===== src/rtl/core/assert_macros.svh =====
`ifndef ASSERT_MACROS_SVH
`define ASSERT_MACROS_SVH

// Check an expression on every clock edge outside reset.
`define DHAM_ASSERT(lbl, prop) \
    lbl: assert property (@(posedge i_clk) disable iff (!i_rst_n) (prop)) \
        else $error("dham check failed");

// Check that an expression holds in the cycle after a trigger.
`define DHAM_ASSERT_NEXT(lbl, ante, cons) \
    lbl: assert property (@(posedge i_clk) disable iff (!i_rst_n) (ante) |=> (cons)) \
        else $error("dham check failed");

`endif


===== src/rtl/core/dham_pkg.sv =====
package dham_pkg;

    localparam int unsigned MAX_DEVICES = 8;
    localparam int unsigned DEV_W       = 3;
    localparam int unsigned CNT_W       = 4;

    localparam logic [2:0] OP_TICK      = 3'd0;
    localparam logic [2:0] OP_HEARTBEAT = 3'd1;
    localparam logic [2:0] OP_REGISTER  = 3'd2;
    localparam logic [2:0] OP_ENABLE    = 3'd3;
    localparam logic [2:0] OP_DISABLE   = 3'd4;

    localparam logic [2:0] REG_SCAN_PERIOD  = 3'd0;
    localparam logic [2:0] REG_BURST_PERIOD = 3'd1;
    localparam logic [2:0] REG_BEEP_ON      = 3'd2;
    localparam logic [2:0] REG_BEEP_OFF     = 3'd3;
    localparam logic [2:0] REG_SOUND_ENABLE = 3'd4;

    localparam logic [1:0] LED_UNSET = 2'd0;
    localparam logic [1:0] LED_OK    = 2'd1;
    localparam logic [1:0] LED_RED   = 2'd2;
    localparam logic [1:0] LED_DARK  = 2'd3;

    localparam logic [3:0] NO_DEVICE = 4'd8;
    localparam logic [7:0] TIE_START = 8'hFF;

    localparam logic [9:0]  RST_SCAN_PERIOD  = 10'd10;
    localparam logic [15:0] RST_BURST_PERIOD = 16'd2000;
    localparam logic [15:0] RST_BEEP_ON      = 16'd100;
    localparam logic [15:0] RST_BEEP_OFF     = 16'd100;

    localparam int unsigned PARAM_W = 32;

    typedef struct packed {
        logic [2:0]  op;
        logic [2:0]  device;
        logic [15:0] hb_limit;
        logic [7:0]  level;
        logic [7:0]  beep_count;
        logic        enable_flag;
    } t_in_req;

    typedef struct packed {
        logic [7:0] offline_mask;
        logic [3:0] alarm_device;
        logic       buzzer_on;
        logic [1:0] led_color;
        logic [3:0] assigned_index;
    } t_out_req;

    typedef struct packed {
        logic [15:0] hb_limit;
        logic [7:0]  level;
        logic [7:0]  beeps;
    } t_dev_param;

endpackage


===== src/rtl/core/dham_ram.sv =====
module dham_ram #(
    parameter int unsigned WIDTH = 32,
    parameter int unsigned DEPTH = 8
) (
    input  logic                     i_clk,
    input  logic                     i_we,
    input  logic [$clog2(DEPTH)-1:0] i_waddr,
    input  logic [WIDTH-1:0]         i_wdata,
    input  logic [$clog2(DEPTH)-1:0] i_raddr,
    output logic [WIDTH-1:0]         o_rdata
);

    logic [WIDTH-1:0] r_mem [DEPTH];
    logic [WIDTH-1:0] r_rdata;

    always_ff @(posedge i_clk) begin
        if (i_we) begin
            r_mem[i_waddr] <= i_wdata;
        end
        r_rdata <= r_mem[i_raddr];
    end

    assign o_rdata = r_rdata;

endmodule


===== src/rtl/core/device_heartbeat_alarm_monitor_core.sv =====
// Heartbeat alarm monitor for up to eight devices. Each request carries an op:
// tick, heartbeat, register, enable or disable, and every request gives exactly
// one result with the offline mask, the device chosen for the alarm at the last
// scan, the buzzer and LED drive, and the index handed out by a register
// request (8 otherwise or when the table is full). The device table (last
// heartbeat time, timeout, level, beep count) sits in two single-port-write
// memories with a registered read. A tick scans the table: it reads one table
// entry per cycle through the memory read port and compares it once the read
// data arrives; then the alarm choice settles, the beep sequencer steps and the
// result loads. Only one request is in flight at a time; the result register
// lets the next request in while a result still waits to be taken. Times wrap
// at 32 bits. Settings are written through the APB port at byte addresses 0,
// 4, 8, 12 and 16 (scan period, burst period, beep on time, beep off time,
// sound enable); the user must write them only while the block is idle, and
// the block itself does not enforce this.
module device_heartbeat_alarm_monitor_core (
    input  logic              i_clk,
    input  logic              i_rst_n,
    input  logic              i_in_valid,
    output logic              o_in_stall,
    input  dham_pkg::t_in_req i_in,
    output logic              o_out_valid,
    input  logic              i_out_stall,
    output dham_pkg::t_out_req o_out,
    input  logic              psel,
    input  logic              penable,
    input  logic              pwrite,
    input  logic [4:0]        paddr,
    input  logic [31:0]       pwdata,
    output logic [31:0]       prdata,
    output logic              pready
);

    `include "assert_macros.svh"

    typedef enum logic [2:0] {
        S_IDLE,
        S_SCAN,
        S_SEL,
        S_SEQ,
        S_OUT
    } t_state;

    t_state r_state;

    logic [9:0]  r_scan_period;
    logic [15:0] r_burst_period;
    logic [15:0] r_beep_on;
    logic [15:0] r_beep_off;
    logic        r_sound_enable;

    logic [31:0] r_clock;
    logic [dham_pkg::MAX_DEVICES-1:0] r_enabled;
    logic [dham_pkg::MAX_DEVICES-1:0] r_offline;
    logic [dham_pkg::CNT_W-1:0] r_count;
    logic [7:0]  r_requested;
    logic [3:0]  r_selected;
    logic [31:0] r_period_start;
    logic [31:0] r_beep_start;
    logic [7:0]  r_beeps_left;
    logic        r_buzzer;
    logic [1:0]  r_led;
    logic [3:0]  r_assigned;

    logic [dham_pkg::CNT_W-1:0] r_idx;
    logic                       r_ev_valid;
    logic [dham_pkg::DEV_W-1:0] r_ev_idx;
    logic [7:0]  r_best_level;
    logic [7:0]  r_best_beeps;
    logic [3:0]  r_pick;
    logic [31:0] r_period_age;
    logic [31:0] r_beep_age;

    logic               r_out_valid;
    dham_pkg::t_out_req r_out;

    logic        in_acc;
    logic        cfg_wr;
    logic        dev_known;
    logic        table_full;
    logic        ls_we;
    logic        par_we;
    logic [dham_pkg::DEV_W-1:0] ls_waddr;
    logic [31:0] ls_rdata;
    dham_pkg::t_dev_param par_wdata;
    dham_pkg::t_dev_param par_rdata;
    logic [31:0] ev_age;
    logic        ev_late;
    logic        scan_issue;
    logic [16:0] beep_span;

    assign o_in_stall = (r_state != S_IDLE);
    assign in_acc     = i_in_valid && !o_in_stall;
    assign cfg_wr     = psel && penable && pwrite;
    assign pready     = 1'b1;

    assign dev_known  = ({1'b0, i_in.device} < r_count);
    assign table_full = (r_count >= dham_pkg::CNT_W'(dham_pkg::MAX_DEVICES));

    always_comb begin
        ls_we     = in_acc && (((i_in.op == dham_pkg::OP_HEARTBEAT) && dev_known)
                    || ((i_in.op == dham_pkg::OP_REGISTER) && !table_full));
        par_we    = in_acc && (i_in.op == dham_pkg::OP_REGISTER) && !table_full;
        ls_waddr  = (i_in.op == dham_pkg::OP_REGISTER) ? r_count[dham_pkg::DEV_W-1:0]
                                                       : i_in.device;
        par_wdata = '{hb_limit: i_in.hb_limit, level: i_in.level,
                      beeps: i_in.beep_count};
    end

    dham_ram #(
        .WIDTH(32),
        .DEPTH(dham_pkg::MAX_DEVICES)
    ) u_last_seen (
        .i_clk  (i_clk),
        .i_we   (ls_we),
        .i_waddr(ls_waddr),
        .i_wdata(r_clock),
        .i_raddr(r_idx[dham_pkg::DEV_W-1:0]),
        .o_rdata(ls_rdata)
    );

    dham_ram #(
        .WIDTH(dham_pkg::PARAM_W),
        .DEPTH(dham_pkg::MAX_DEVICES)
    ) u_params (
        .i_clk  (i_clk),
        .i_we   (par_we),
        .i_waddr(r_count[dham_pkg::DEV_W-1:0]),
        .i_wdata(par_wdata),
        .i_raddr(r_idx[dham_pkg::DEV_W-1:0]),
        .o_rdata(par_rdata)
    );

    assign ev_age     = r_clock - ls_rdata;
    assign ev_late    = (ev_age > {16'd0, par_rdata.hb_limit});
    assign scan_issue = (r_idx < r_count);
    assign beep_span  = {1'b0, r_beep_on} + {1'b0, r_beep_off};

    always_comb begin
        unique case (paddr[4:2])
            dham_pkg::REG_SCAN_PERIOD:  prdata = {22'd0, r_scan_period};
            dham_pkg::REG_BURST_PERIOD: prdata = {16'd0, r_burst_period};
            dham_pkg::REG_BEEP_ON:      prdata = {16'd0, r_beep_on};
            dham_pkg::REG_BEEP_OFF:     prdata = {16'd0, r_beep_off};
            dham_pkg::REG_SOUND_ENABLE: prdata = {31'd0, r_sound_enable};
            default:                    prdata = 32'd0;
        endcase
    end

    always_ff @(posedge i_clk) begin
        if (!i_rst_n) begin
            r_state        <= S_IDLE;
            r_scan_period  <= dham_pkg::RST_SCAN_PERIOD;
            r_burst_period <= dham_pkg::RST_BURST_PERIOD;
            r_beep_on      <= dham_pkg::RST_BEEP_ON;
            r_beep_off     <= dham_pkg::RST_BEEP_OFF;
            r_sound_enable <= 1'b1;
            r_clock        <= 32'd0;
            r_enabled      <= '0;
            r_offline      <= '0;
            r_count        <= '0;
            r_requested    <= 8'd0;
            r_selected     <= dham_pkg::NO_DEVICE;
            r_period_start <= 32'd0;
            r_beep_start   <= 32'd0;
            r_beeps_left   <= 8'd0;
            r_buzzer       <= 1'b0;
            r_led          <= dham_pkg::LED_UNSET;
            r_assigned     <= dham_pkg::NO_DEVICE;
            r_idx          <= '0;
            r_ev_valid     <= 1'b0;
            r_ev_idx       <= '0;
            r_best_level   <= 8'd0;
            r_best_beeps   <= dham_pkg::TIE_START;
            r_pick         <= dham_pkg::NO_DEVICE;
            r_out_valid    <= 1'b0;
        end else begin
            if (cfg_wr) begin
                unique case (paddr[4:2])
                    dham_pkg::REG_SCAN_PERIOD:  r_scan_period  <= pwdata[9:0];
                    dham_pkg::REG_BURST_PERIOD: r_burst_period <= pwdata[15:0];
                    dham_pkg::REG_BEEP_ON:      r_beep_on      <= pwdata[15:0];
                    dham_pkg::REG_BEEP_OFF:     r_beep_off     <= pwdata[15:0];
                    dham_pkg::REG_SOUND_ENABLE: r_sound_enable <= pwdata[0];
                    default: ;
                endcase
            end

            if ((r_state == S_OUT) && (!r_out_valid || !i_out_stall)) begin
                r_out_valid <= 1'b1;
            end else if (r_out_valid && !i_out_stall) begin
                r_out_valid <= 1'b0;
            end

            unique case (r_state)
                S_IDLE: begin
                    if (in_acc) begin
                        r_assigned <= ((i_in.op == dham_pkg::OP_REGISTER) && !table_full)
                                      ? r_count : dham_pkg::NO_DEVICE;
                        r_state    <= (i_in.op == dham_pkg::OP_TICK) ? S_SCAN : S_OUT;
                        unique case (i_in.op)
                            dham_pkg::OP_TICK: begin
                                r_clock      <= r_clock + {22'd0, r_scan_period};
                                r_idx        <= '0;
                                r_ev_valid   <= 1'b0;
                                r_best_level <= 8'd0;
                                r_best_beeps <= dham_pkg::TIE_START;
                                r_pick       <= dham_pkg::NO_DEVICE;
                            end
                            dham_pkg::OP_REGISTER: begin
                                if (!table_full) begin
                                    r_enabled[r_count[dham_pkg::DEV_W-1:0]] <=
                                        i_in.enable_flag;
                                    r_offline[r_count[dham_pkg::DEV_W-1:0]] <= 1'b1;
                                    r_count    <= r_count + dham_pkg::CNT_W'(1);
                                end
                            end
                            dham_pkg::OP_ENABLE: begin
                                if (dev_known) begin
                                    r_enabled[i_in.device] <= 1'b1;
                                end
                            end
                            dham_pkg::OP_DISABLE: begin
                                if (dev_known) begin
                                    r_enabled[i_in.device] <= 1'b0;
                                end
                            end
                            default: ;
                        endcase
                    end
                end
                S_SCAN: begin
                    r_ev_valid <= scan_issue;
                    r_ev_idx   <= r_idx[dham_pkg::DEV_W-1:0];
                    if (scan_issue) begin
                        r_idx <= r_idx + dham_pkg::CNT_W'(1);
                    end
                    if (r_ev_valid && r_enabled[r_ev_idx]) begin
                        r_offline[r_ev_idx] <= ev_late;
                        if (ev_late) begin
                            if (par_rdata.level > r_best_level) begin
                                r_best_level <= par_rdata.level;
                                r_best_beeps <= par_rdata.beeps;
                                r_pick       <= {1'b0, r_ev_idx};
                            end else if ((par_rdata.level == r_best_level)
                                         && (par_rdata.beeps != 8'd0)
                                         && ((r_best_beeps == 8'd0)
                                             || (par_rdata.beeps < r_best_beeps))) begin
                                r_best_beeps <= par_rdata.beeps;
                                r_pick       <= {1'b0, r_ev_idx};
                            end
                        end
                    end
                    if (!scan_issue && !r_ev_valid) begin
                        r_state <= S_SEL;
                    end
                end
                S_SEL: begin
                    r_selected   <= r_pick;
                    r_period_age <= r_clock - r_period_start;
                    r_beep_age   <= r_clock - r_beep_start;
                    if (r_pick != dham_pkg::NO_DEVICE) begin
                        r_requested <= r_best_beeps;
                    end else begin
                        r_requested <= 8'd0;
                        r_buzzer    <= 1'b0;
                        r_led       <= dham_pkg::LED_OK;
                    end
                    r_state <= S_SEQ;
                end
                S_SEQ: begin
                    if (r_period_age > {16'd0, r_burst_period}) begin
                        r_beeps_left   <= r_requested;
                        r_period_start <= r_clock;
                        r_beep_start   <= r_clock;
                    end else if (r_beeps_left != 8'd0) begin
                        if (r_beep_age < {16'd0, r_beep_on}) begin
                            r_buzzer <= r_sound_enable;
                            r_led    <= dham_pkg::LED_RED;
                        end else if (r_beep_age < {15'd0, beep_span}) begin
                            r_buzzer <= 1'b0;
                            r_led    <= dham_pkg::LED_DARK;
                        end else begin
                            r_beeps_left <= r_beeps_left - 8'd1;
                            r_beep_start <= r_clock;
                        end
                    end
                    r_state <= S_OUT;
                end
                S_OUT: begin
                    if (!r_out_valid || !i_out_stall) begin
                        r_state <= S_IDLE;
                    end
                end
                default: r_state <= S_IDLE;
            endcase
        end
    end

    always_ff @(posedge i_clk) begin
        if ((r_state == S_OUT) && (!r_out_valid || !i_out_stall)) begin
            r_out <= '{offline_mask:   8'(r_offline),
                       alarm_device:   r_selected,
                       buzzer_on:      r_buzzer,
                       led_color:      r_led,
                       assigned_index: r_assigned};
        end
    end

    assign o_out_valid = r_out_valid;
    assign o_out       = r_out;

    `DHAM_ASSERT(a_count_bound, r_count <= dham_pkg::CNT_W'(dham_pkg::MAX_DEVICES))
    `DHAM_ASSERT(a_offline_registered, (r_offline >> r_count) == '0)
    `DHAM_ASSERT_NEXT(a_tick_scans, in_acc && (i_in.op == dham_pkg::OP_TICK),
                      r_state == S_SCAN)
    `DHAM_ASSERT(a_eval_in_scan, !r_ev_valid
                 || ((r_state == S_SCAN) && ({1'b0, r_ev_idx} < r_count)))
    `DHAM_ASSERT(a_pick_registered, (r_pick == dham_pkg::NO_DEVICE) || (r_pick < r_count))

endmodule

===== config.mk =====
export PLATFORM = sky130hd
export DESIGN_NAME = device_heartbeat_alarm_monitor_core
export DESIGN_NICKNAME = d
export VERILOG_FILES = /design/src/rtl/core/dham_pkg.sv /design/src/rtl/core/dham_ram.sv /design/src/rtl/core/device_heartbeat_alarm_monitor_core.sv
export VERILOG_INCLUDE_DIRS = /design/src /design/src/rtl/core
export SDC_FILE = /design/constraint.sdc
export NUM_CORES = 1
export LEC_CHECK = 0
export BUFFER_PORTS_ARGS = -buffer_cell sky130_fd_sc_hd__buf_2
export CAP_MARGIN = 20
export CORE_AREA = 2 2 207 413
export DETAILED_ROUTE_END_ITERATION = 8
export DIE_AREA = 0 0 209 415
export GPL_TIMING_DRIVEN = 0
export PLACE_DENSITY = 0.65
export SYNTH_ARGS = -nofsm -noshare
export SYNTH_HDL_FRONTEND = slang
export SYNTH_SLANG_ARGS = --single-unit

===== constraint.sdc =====
create_clock -name i_clk -period 6.08 [get_ports i_clk]
set_clock_uncertainty 0.15 [all_clocks]
set_input_delay 0.304 -clock i_clk [delete_from_list [all_inputs] [get_ports i_clk]]
set_output_delay 0.304 -clock i_clk [all_outputs]
set_load 0.05 [all_outputs]

==> impl_summary.md, run 1 <==
Drt
After detailed routing, the number of remaining DRC violations is 0. The count of nets left with antenna violations after detail routing is 0. The number of optimization iterations in the first detailed-route pass is 5. The overall routed net length is 110600 µm. In the routed layout, each cell is associated on average with a via count of 5.776. Summing over every cut layer, the via total after detailed routing is between 20000 and 30000. After detailed routing, the average wire length per cell comes to 23.05 µm.

The violation count after the first detailed-route iteration is 1828.

Worst setup path
The family with the most delay on the worst path is compound AO/OA/AOI/OAI gates. The largest single stage delay on the critical path is approximately 450 ps. The most frequent cell on the critical path is sky130_fd_sc_hd__a21oi_1. STA puts the critical path data arrival time at 6180 ps. The classification of the worst setup path is flip-flop to flip-flop.

The largest fanout on the critical path is 10. STA classifies the critical path startpoint as a flip-flop. The count of buffering cells on the critical path with inverters included is 2. At the worst endpoint, the required time is 6430 ps.

The cell with the biggest individual delay on the critical path is sky130_fd_sc_hd__dfxtp_1. The critical path goes through ha_1, a21o_1, a21oi_1, nor2b_1, o21ai_0, a21oi_1, a41oi_1, a21oi_1, a211o_1, a21oi_1, xor2_1, ha_1, nand4_1, nor2_1, a21oi_1, o211ai_1, a31oi_1, o211ai_1, o311a_4, a21oi_4, clkbuf_4, buf_2, nand3b_1, a21oi_1. The endpoint class of the critical path is a flip-flop.

Floorplan
Measured along the x axis, the die boundary spans 209 µm. The starting density of the core is 49.74%. The die covers 0.08674 mm². The overall die height is roughly 420 µm. The number of top-level pins is 137. The standard cell core area is 0.08352 mm². Row generation in the floorplan step produced 150 rows.

CTS
Clock-pin slew was measured on the worst setup and hold paths at 70 ps. TritonCTS built the clock tree. Clock tree synthesis found a total of roughly 900 sinks.

The buffer levels on the longest clock path is 3. The insertion delay to the later sink of the worst-skew pair is approximately 690 ps. The H-tree was split into 3 levels. The total clock buffers created by CTS is 80. CTS placed an instance of sky130_fd_sc_hd__clkbuf_16 at the clock tree root.

GRT
For this run the aggregate overflow at the end of global routing stands at 0. The total global routing track utilization is 25.67%. The first global-routing pass estimated roughly 170000 µm of wire. The via count of the first global-routing pass is 28612.

The pin count of the biggest net entering global routing is 34. The initial antenna violation count came to 0.

Logic synthesis
Among all cell types in the netlist, the one instantiated most often is sky130_fd_sc_hd__edfxtp_1. Counting flops with an async set or reset pin after synthesis yields a share of 0%. The total of warnings raised by yosys is 0. After synthesis, the largest family of logic cells by area is compound AO/OA/AOI/OAI gates. The synthesized area per cell is 12.29 µm². The number of register bits inferred by synthesis is 893.

The post-synthesis mux area share is 9.481%. The xor-xnor portion of the synthesized cell area is 2.467%. The synthesized netlist occupies a cell area of 0.04154 mm².

The biggest area contributor in the post-synthesis netlist is sky130_fd_sc_hd__edfxtp_1. The fraction of post-synthesis cell area in the top cell type by area is 43.01%. The number of different library cells used by synthesis comes to 85. The fraction of the mapped netlist area in adder cells is 6.445%. The dominant register cell in the synthesized netlist is sky130_fd_sc_hd__edfxtp_1. Summing the areas of all compound-gate instances in the mapped netlist gives 10.74% of the synthesized area.

Sorting the synthesized cells by how often they occur yields sky130_fd_sc_hd__edfxtp_1 (595), sky130_fd_sc_hd__nand2_1 (328), sky130_fd_sc_hd__dfxtp_1 (298). After synthesis, flip-flops and latches occupy 57.37% of the total area. The gate count after technology mapping is 3381. By area the synthesized netlist is led by sky130_fd_sc_hd__edfxtp_1 (43%), sky130_fd_sc_hd__dfxtp_1 (14%), sky130_fd_sc_hd__mux4_2 (7.4%).

The number of synthesized flops with an enable pin is 595. The simple-gate area share of the yosys netlist is 10.05%.

Cells and area
The repair_antennas step left the layout with diodes totalling 0. For this run, the share of the core covered by cells in the final layout is 56.77%. The post-route netlist has 14.88% of its cells at a drive strength greater than 1. The area growth from synthesis to layout is 14.12%. The fill cell total of the finished layout is 6939. The count of non-filler cells in the finished layout is 4800. The net total in the final layout is 3963.

The final standard cell area without fillers is approximately 0.047 mm².

Place
The half-perimeter wire length after placement is approximately 83000 µm. The cell area after placement is 0.04399 mm². The number of placed cells counting well taps is 4589.

Routability-driven placement finished with a final weighted congestion of 0.9440. The number of buffers inserted by port buffering is 99. At the placement stage, the worst setup path has a slack of -1048 ps.

Flow run
Across the run, the number of max-cap violations was 0.

Timing
Timing would allow up to 171.7 MHz. The final cycle utilization of the critical path is 95.79%. The final critical-path setup slack is 256.0 ps. Setup repair after global routing left no endpoint under its margin. The transition time at the pin with the least slew margin is 1228 ps. The count of pins over their slew limit is 0. In this run the tightest slew margin relative to its limit is around 18%.

The final count of hold timing violations is 0. Setup violations remaining at the end of the flow were counted as 0. The post-route minimum period is 5824 ps. The total negative slack for setup checks is 0 ps.

Power and ir drop
The worst ir drop on vdd is 0.2434 mV. In this run the static leakage power is 17.17 nW. The power density normalized to cell area is 261.9 mW/mm².

Run status
The run finished with clean final reports.

Min path
The worst hold path belongs to the class input pin to flip-flop.
==> logic make-up after synthesis <==
| group | after synthesis |
|---|---|
| xor gates and xnor gates | 117 |
| other | 2 |
| buffers and inverters | 357 |
| AOI/OAI and AO/OA | 718 |
| muxes | 214 |
| adders and majority gates | 211 |
| DFF | 893 |
| and+or+nand+nor | 869 |
==> power breakdown <==
part | internal, mW | switching, mW | leakage [nW] | total, mW
registers | 6.50 | 0.0288 | 8.08 | 6.53
clock network | 2.94 | 2.33 | 1.30 | 5.28
logic | 0.200 | 0.415 | 7.78 | 0.615
==> through the flow <==
step	hold slack [ps]	total power, mW
6_report	79.57	12.42
5_1_grt	106.0	12.76
4_1_cts	26.86	12.49
3_5_place_dp	268.6	7.244
3_3_place_gp	266.8	7.226
2_1_floorplan	252.9	7.030
==> layout make-up <==
cell class | instances | area, µm² | area share, %
clock inverter | 45 | 538.0 | 1.135
tap | 1064 | 1331 | 2.808
buffer | 159 | 693.2 | 1.462
inverter | 198 | 750.7 | 1.583
sequential | 893 | 23860 | 50.32
multi-input combinational | 2146 | 16510 | 34.82
timing repair buffer | 191 | 1568 | 3.307
clock buffer | 104 | 2165 | 4.566
==> layer usage <==
layer	track usage [%]	vias up	share of wire, %
met5	0	-	0
met4	16.61	0	6.5
met3	2.912	263	3.2
met2	50.88	660	57
met1	24.40	13666	34
li1	-	13136	-
==> worst paths after layout <==
check | startpoint | end | slack [ps] | cells past startpoint
setup reg to reg | r_beep_on[1] | r_beep_start[29] | 260 | 24
hold reg to reg | r_selected[1] | o_out[8] | 280 | 0
hold / removal | i_in[35] | r_enabled[7] | 80 | 4
setup / recovery | r_beep_on[1] | r_beep_start[29] | 260 | 24
==> registers in the layout (all words and copies together) (netlist names), 10 cells and up <==
register	flops
r_period_age	32
r_beep_off	16
r_burst_period	16
u_last_seen.o_rdata	32
u_params.o_rdata	32
r_beep_start	32
r_scan_period	10
o_out	19
r_beep_age	32
r_beep_on	16
r_period_start	32
u_last_seen.r_mem	256
r_clock	32
u_params.r_mem	256
==> layout by cell type (no fill, tap or decap), types with 36 or more instances in the layout <==
| cell | count |
|---|---|
| sky130_fd_sc_hd__edfxtp_1 | 595 |
| sky130_fd_sc_hd__nand2_1 | 328 |
| sky130_fd_sc_hd__a21oi_1 | 293 |
| sky130_fd_sc_hd__dfxtp_1 | 286 |
| sky130_fd_sc_hd__ha_1 | 206 |
| sky130_fd_sc_hd__inv_1 | 195 |
| sky130_fd_sc_hd__nor2_1 | 161 |
| sky130_fd_sc_hd__mux4_2 | 137 |
| sky130_fd_sc_hd__o21ai_0 | 133 |
| sky130_fd_sc_hd__clkbuf_1 | 127 |
| sky130_fd_sc_hd__buf_2 | 105 |
| sky130_fd_sc_hd__clkbuf_16 | 82 |
| sky130_fd_sc_hd__xnor2_1 | 81 |
| sky130_fd_sc_hd__mux2_2 | 66 |
| sky130_fd_sc_hd__nand3_1 | 65 |
| sky130_fd_sc_hd__dlygate4sd3_1 | 58 |
| sky130_fd_sc_hd__a21o_1 | 54 |
| sky130_fd_sc_hd__nor2b_1 | 41 |
| sky130_fd_sc_hd__xor2_1 | 36 |
==> worst reg2reg max path: cells and delay by family, from the launching register on <==
family                   cells  cell delay, ps
XOR/XNOR                     1             170
AO/OA/AOI/OAI               15            3290
flip-flops                   1             450
AND/OR/NAND/NOR              4             450
buffers and inverters        2             620
adder cells (fa/ha/maj)      2             540
==> repair_timing <==
item | CTS | global route
hold buffers | 58 | 0
setup buffers | 1 | 3
resized for setup | 26 | 13
hold endpoints to repair | 330 | 0
setup endpoints to repair | 65 | 59
Power figures use the tool's default switching activity.
==> run 2, diff against run 1 <==
--- a/config.mk
+++ b/config.mk
@@ -9,6 +9,7 @@
 export BUFFER_PORTS_ARGS = -buffer_cell sky130_fd_sc_hd__buf_2
 export CAP_MARGIN = 20
 export CORE_AREA = 2 2 207 413
+export CTS_CLUSTER_SIZE = 10
 export DETAILED_ROUTE_END_ITERATION = 8
 export DIE_AREA = 0 0 209 415
 export GPL_TIMING_DRIVEN = 0
==> constraint.sdc (replaced) <==
create_clock -name i_clk -period 6.1 [get_ports i_clk]
set_clock_uncertainty 0.15 [all_clocks]
set_input_delay 0.305 -clock i_clk [delete_from_list [all_inputs] [get_ports i_clk]]
set_output_delay 0.305 -clock i_clk [all_outputs]
set_load 0.05 [all_outputs]
==> impl_summary.md, run 2 (synthesized netlist as in run 1, its figures left out) <==
Run status
The flow ran to the end, and the final reports show no timing, DRC or antenna violations.

Floorplan
The die is 209 µm wide. For this configuration, the core starts out at a cell density of a little under 50%. The overall die height is approximately 420 µm. The total area inside the core boundary comes to 0.08352 mm². The row count is 150. The floorplan step defined a die boundary enclosing 0.08674 mm². For this design the top-level I/O count stands at approximately 140.

Cells and area
The final layout contains between 3000 and 4000 nets. The fill cell total of the finished layout is 6911. The post-route netlist has 14.38% of its cells at a drive strength greater than 1. Leaving out filler cells and counting taps, the final layout contains 4833.

Leaving out fill and tap cells, the most frequent cell in the layout is sky130_fd_sc_hd__edfxtp_1. The antenna diode count is 0. The library cells used most frequently in the layout, excluding fill and tap cells, are sky130_fd_sc_hd__edfxtp_1 (595), sky130_fd_sc_hd__nand2_1 (328), sky130_fd_sc_hd__a21oi_1 (293). The largest registers in the layout are u_last_seen.r_mem (256), u_params.r_mem (256). Compared with the post-synthesis result, the final layout area differs by 14.60%.

Worst setup path
The launch point of the worst reg-to-reg path is r_beep_on[0]. The worst reg2reg path depth is 25. The classification of the worst setup path is flip-flop to flip-flop. The arrival time of the worst setup path is 6210 ps.

The critical path launch point type is a flip-flop. The setup check on the worst reg-to-reg path leaves a slack of 260 ps. The critical path required time is 6470 ps.

The reg-to-reg endpoint is r_beep_start[30]. STA classifies the critical path endpoint as a flip-flop. Of all nets on the critical path, the largest fanout is 10.

Place
The number of buffers inserted by port buffering is a little under 100. The global placement routability congestion is 0.9440. The number of placed cells counting well taps is 4589. The half-perimeter wire length after placement is 82850 µm.

Power and ir drop
The power density normalized to cell area is roughly 260 mW/mm². The total power draw is 12.54 mW. The worst ir drop on vdd is between 0.2 and 0.3 mV. The static leakage is 17.24 nW.

CTS
The longest clock path from root to sink contains 3 buffers. The clock tree from TritonCTS is yes. The number of clock buffers added by TritonCTS is roughly 100. The H-tree was split into 3 levels. The insertion delay to the later sink of the worst-skew pair is 690 ps. In this run the clock root is driven by a sky130_fd_sc_hd__clkbuf_16. The clock sink count is 893. After clock tree synthesis, the clock-pin slew on the worst setup and hold paths is about 60 ps.

Drt
The vias after detailed routing is 27984. The overall routed net length is approximately 110000 µm. The pre-antenna-repair detailed-routing pass consisted of 7 iterations. In the routed design, unresolved DRC markers number 0.

Dividing the detail-routed via count by the number of cells gives 5.790. The routed length per instance is 22.99 µm. In this run, the number of DRC markers left after iteration 0 of detailed routing was 1751. In this run the remaining antenna-violating nets after routing total 0.

GRT
The wire length of the first global-routing pass is 168500 µm. The via count of the first global-routing pass is 28976. Global routing used 25.90% of the available tracks. The initial antenna violation count is 0. The sum of overflow across all layers after global routing is 0. The pin count of the biggest net entering global routing is 34.

Min path
Counting instances, the worst hold path has a depth of 4. The worst hold path belongs to the class input pin to flip-flop. The worst hold path begins at i_in[35]. The terminating pin of the worst hold path is r_enabled[7].

Timing
The total negative slack for setup checks is 0 ps. The worst path uses a little over nine tenths of the clock period. The post-route minimum period is 5837 ps. The count of pins over their slew limit is 0. The final count of hold timing violations came to 0. The worst-case headroom to the max-slew limit is 19.66%.

At the pin with the least slew margin, the transition time is 1205 ps. The upper clock frequency limit is 171.3 MHz. Setup violations remaining at the end of the flow were counted as 0. Setup repair after global routing left no endpoint under its margin.

Flow run
The max-cap violation count is 0.
-- run 2: cell count changes in the layout (fill, tap and decap cells not counted), moves of 3 or more --
cell,before,now
sky130_fd_sc_hd__clkbuf_1,127,182
sky130_fd_sc_hd__inv_6,6,3
sky130_fd_sc_hd__clkinv_4,4,0
sky130_fd_sc_hd__bufinv_16,9,0
sky130_fd_sc_hd__clkbuf_8,3,0
sky130_fd_sc_hd__clkinv_1,9,1
sky130_fd_sc_hd__clkbuf_16,82,99
sky130_fd_sc_hd__clkinvlp_4,7,2
sky130_fd_sc_hd__clkinv_2,7,0
-- run 2: critical path: stages, from the launching register on --
cell	delay, ps
sky130_fd_sc_hd__dfxtp_1	350
sky130_fd_sc_hd__ha_1	240
sky130_fd_sc_hd__fa_1	410
sky130_fd_sc_hd__a21o_1	190
sky130_fd_sc_hd__a21oi_1	290
sky130_fd_sc_hd__o21bai_1	120
sky130_fd_sc_hd__a21oi_2	260
sky130_fd_sc_hd__nor2b_1	100
sky130_fd_sc_hd__o2111ai_1	320
sky130_fd_sc_hd__nand3_1	110
sky130_fd_sc_hd__o211ai_1	180
sky130_fd_sc_hd__o21ai_0	210
sky130_fd_sc_hd__xnor2_1	170
sky130_fd_sc_hd__ha_1	300
sky130_fd_sc_hd__nand4_1	130
sky130_fd_sc_hd__nor2_1	110
sky130_fd_sc_hd__a21oi_1	150
sky130_fd_sc_hd__o211ai_1	140
sky130_fd_sc_hd__a31oi_1	170
sky130_fd_sc_hd__o211ai_1	200
sky130_fd_sc_hd__o311a_4	240
sky130_fd_sc_hd__a21oi_4	290
sky130_fd_sc_hd__clkbuf_4	320
sky130_fd_sc_hd__buf_2	290
sky130_fd_sc_hd__nand3b_1	150
sky130_fd_sc_hd__a21oi_1	80
-- run 2: final cells by class --
type / count / area (µm²) / share of cell area (%)
Sequential cell: 893 / 23860 / 50.11
Multi-Input combinational cell: 2146 / 16510 / 34.67
Clock buffer: 173 / 2755 / 5.787
Timing Repair Buffer: 192 / 1590 / 3.340
Tap cell: 1064 / 1331 / 2.796
Inverter: 198 / 750.7 / 1.577
Buffer: 159 / 693.2 / 1.456
Clock inverter: 8 / 122.6 / 0.2576
-- run 2: metal layers --
metal / track usage [%] / wire [µm]
met1: 24.62 / 37080
met2: 50.81 / 62460
met3: 3.404 / 3886
met4: 17.08 / 7708
met5: 0 / 0
-- run 2: power by group --
part	switching [mW]	leakage [nW]	total, mW	internal, mW
Clock	2.36	1.36	5.41	3.05
Sequential	0.0288	8.08	6.51	6.48
Combinational	0.415	7.79	0.615	0.199
Total	2.80	17.2	12.5	9.73
-- run 2: worst max-delay path by stage --
stage	depth (start not counted)	end	startpoint
6_report	25	r_beep_start[30]	r_beep_on[0]
5_1_grt	25	r_beep_start[0]	r_beep_on[0]
4_1_cts	25	r_beep_start[26]	r_beep_on[0]
3_5_place_dp	21	r_best_level[3]	r_clock[1]
3_3_place_gp	11	u_last_seen.r_mem[7][3]	r_count[1]
2_1_floorplan	11	u_last_seen.r_mem[7][0]	r_count[1]
-- run 2: what timing repair did --
action                                  CTS  global route
resized for setup                        25            14
endpoints found under the setup margin   65            59
buffers inserted                          1             1
endpoints found under the hold margin   348             0
hold buffers                             58             0
pin swaps                                 0             0
-- run 2: stage by stage --
stage                     setup WS (ps)  hold WS [ps]  util [%]  area, µm²
after detailed placement          -1028         268.6     52.67      43990
after global routing              10.37         90.78     57.00      47610
final                             263.2         61.75     57.00      47610
after floorplan                   795.3         253.0         -      41600
after CTS                         9.769         6.181     56.90      47530
after global placement            -2398         266.8     52.00      43430
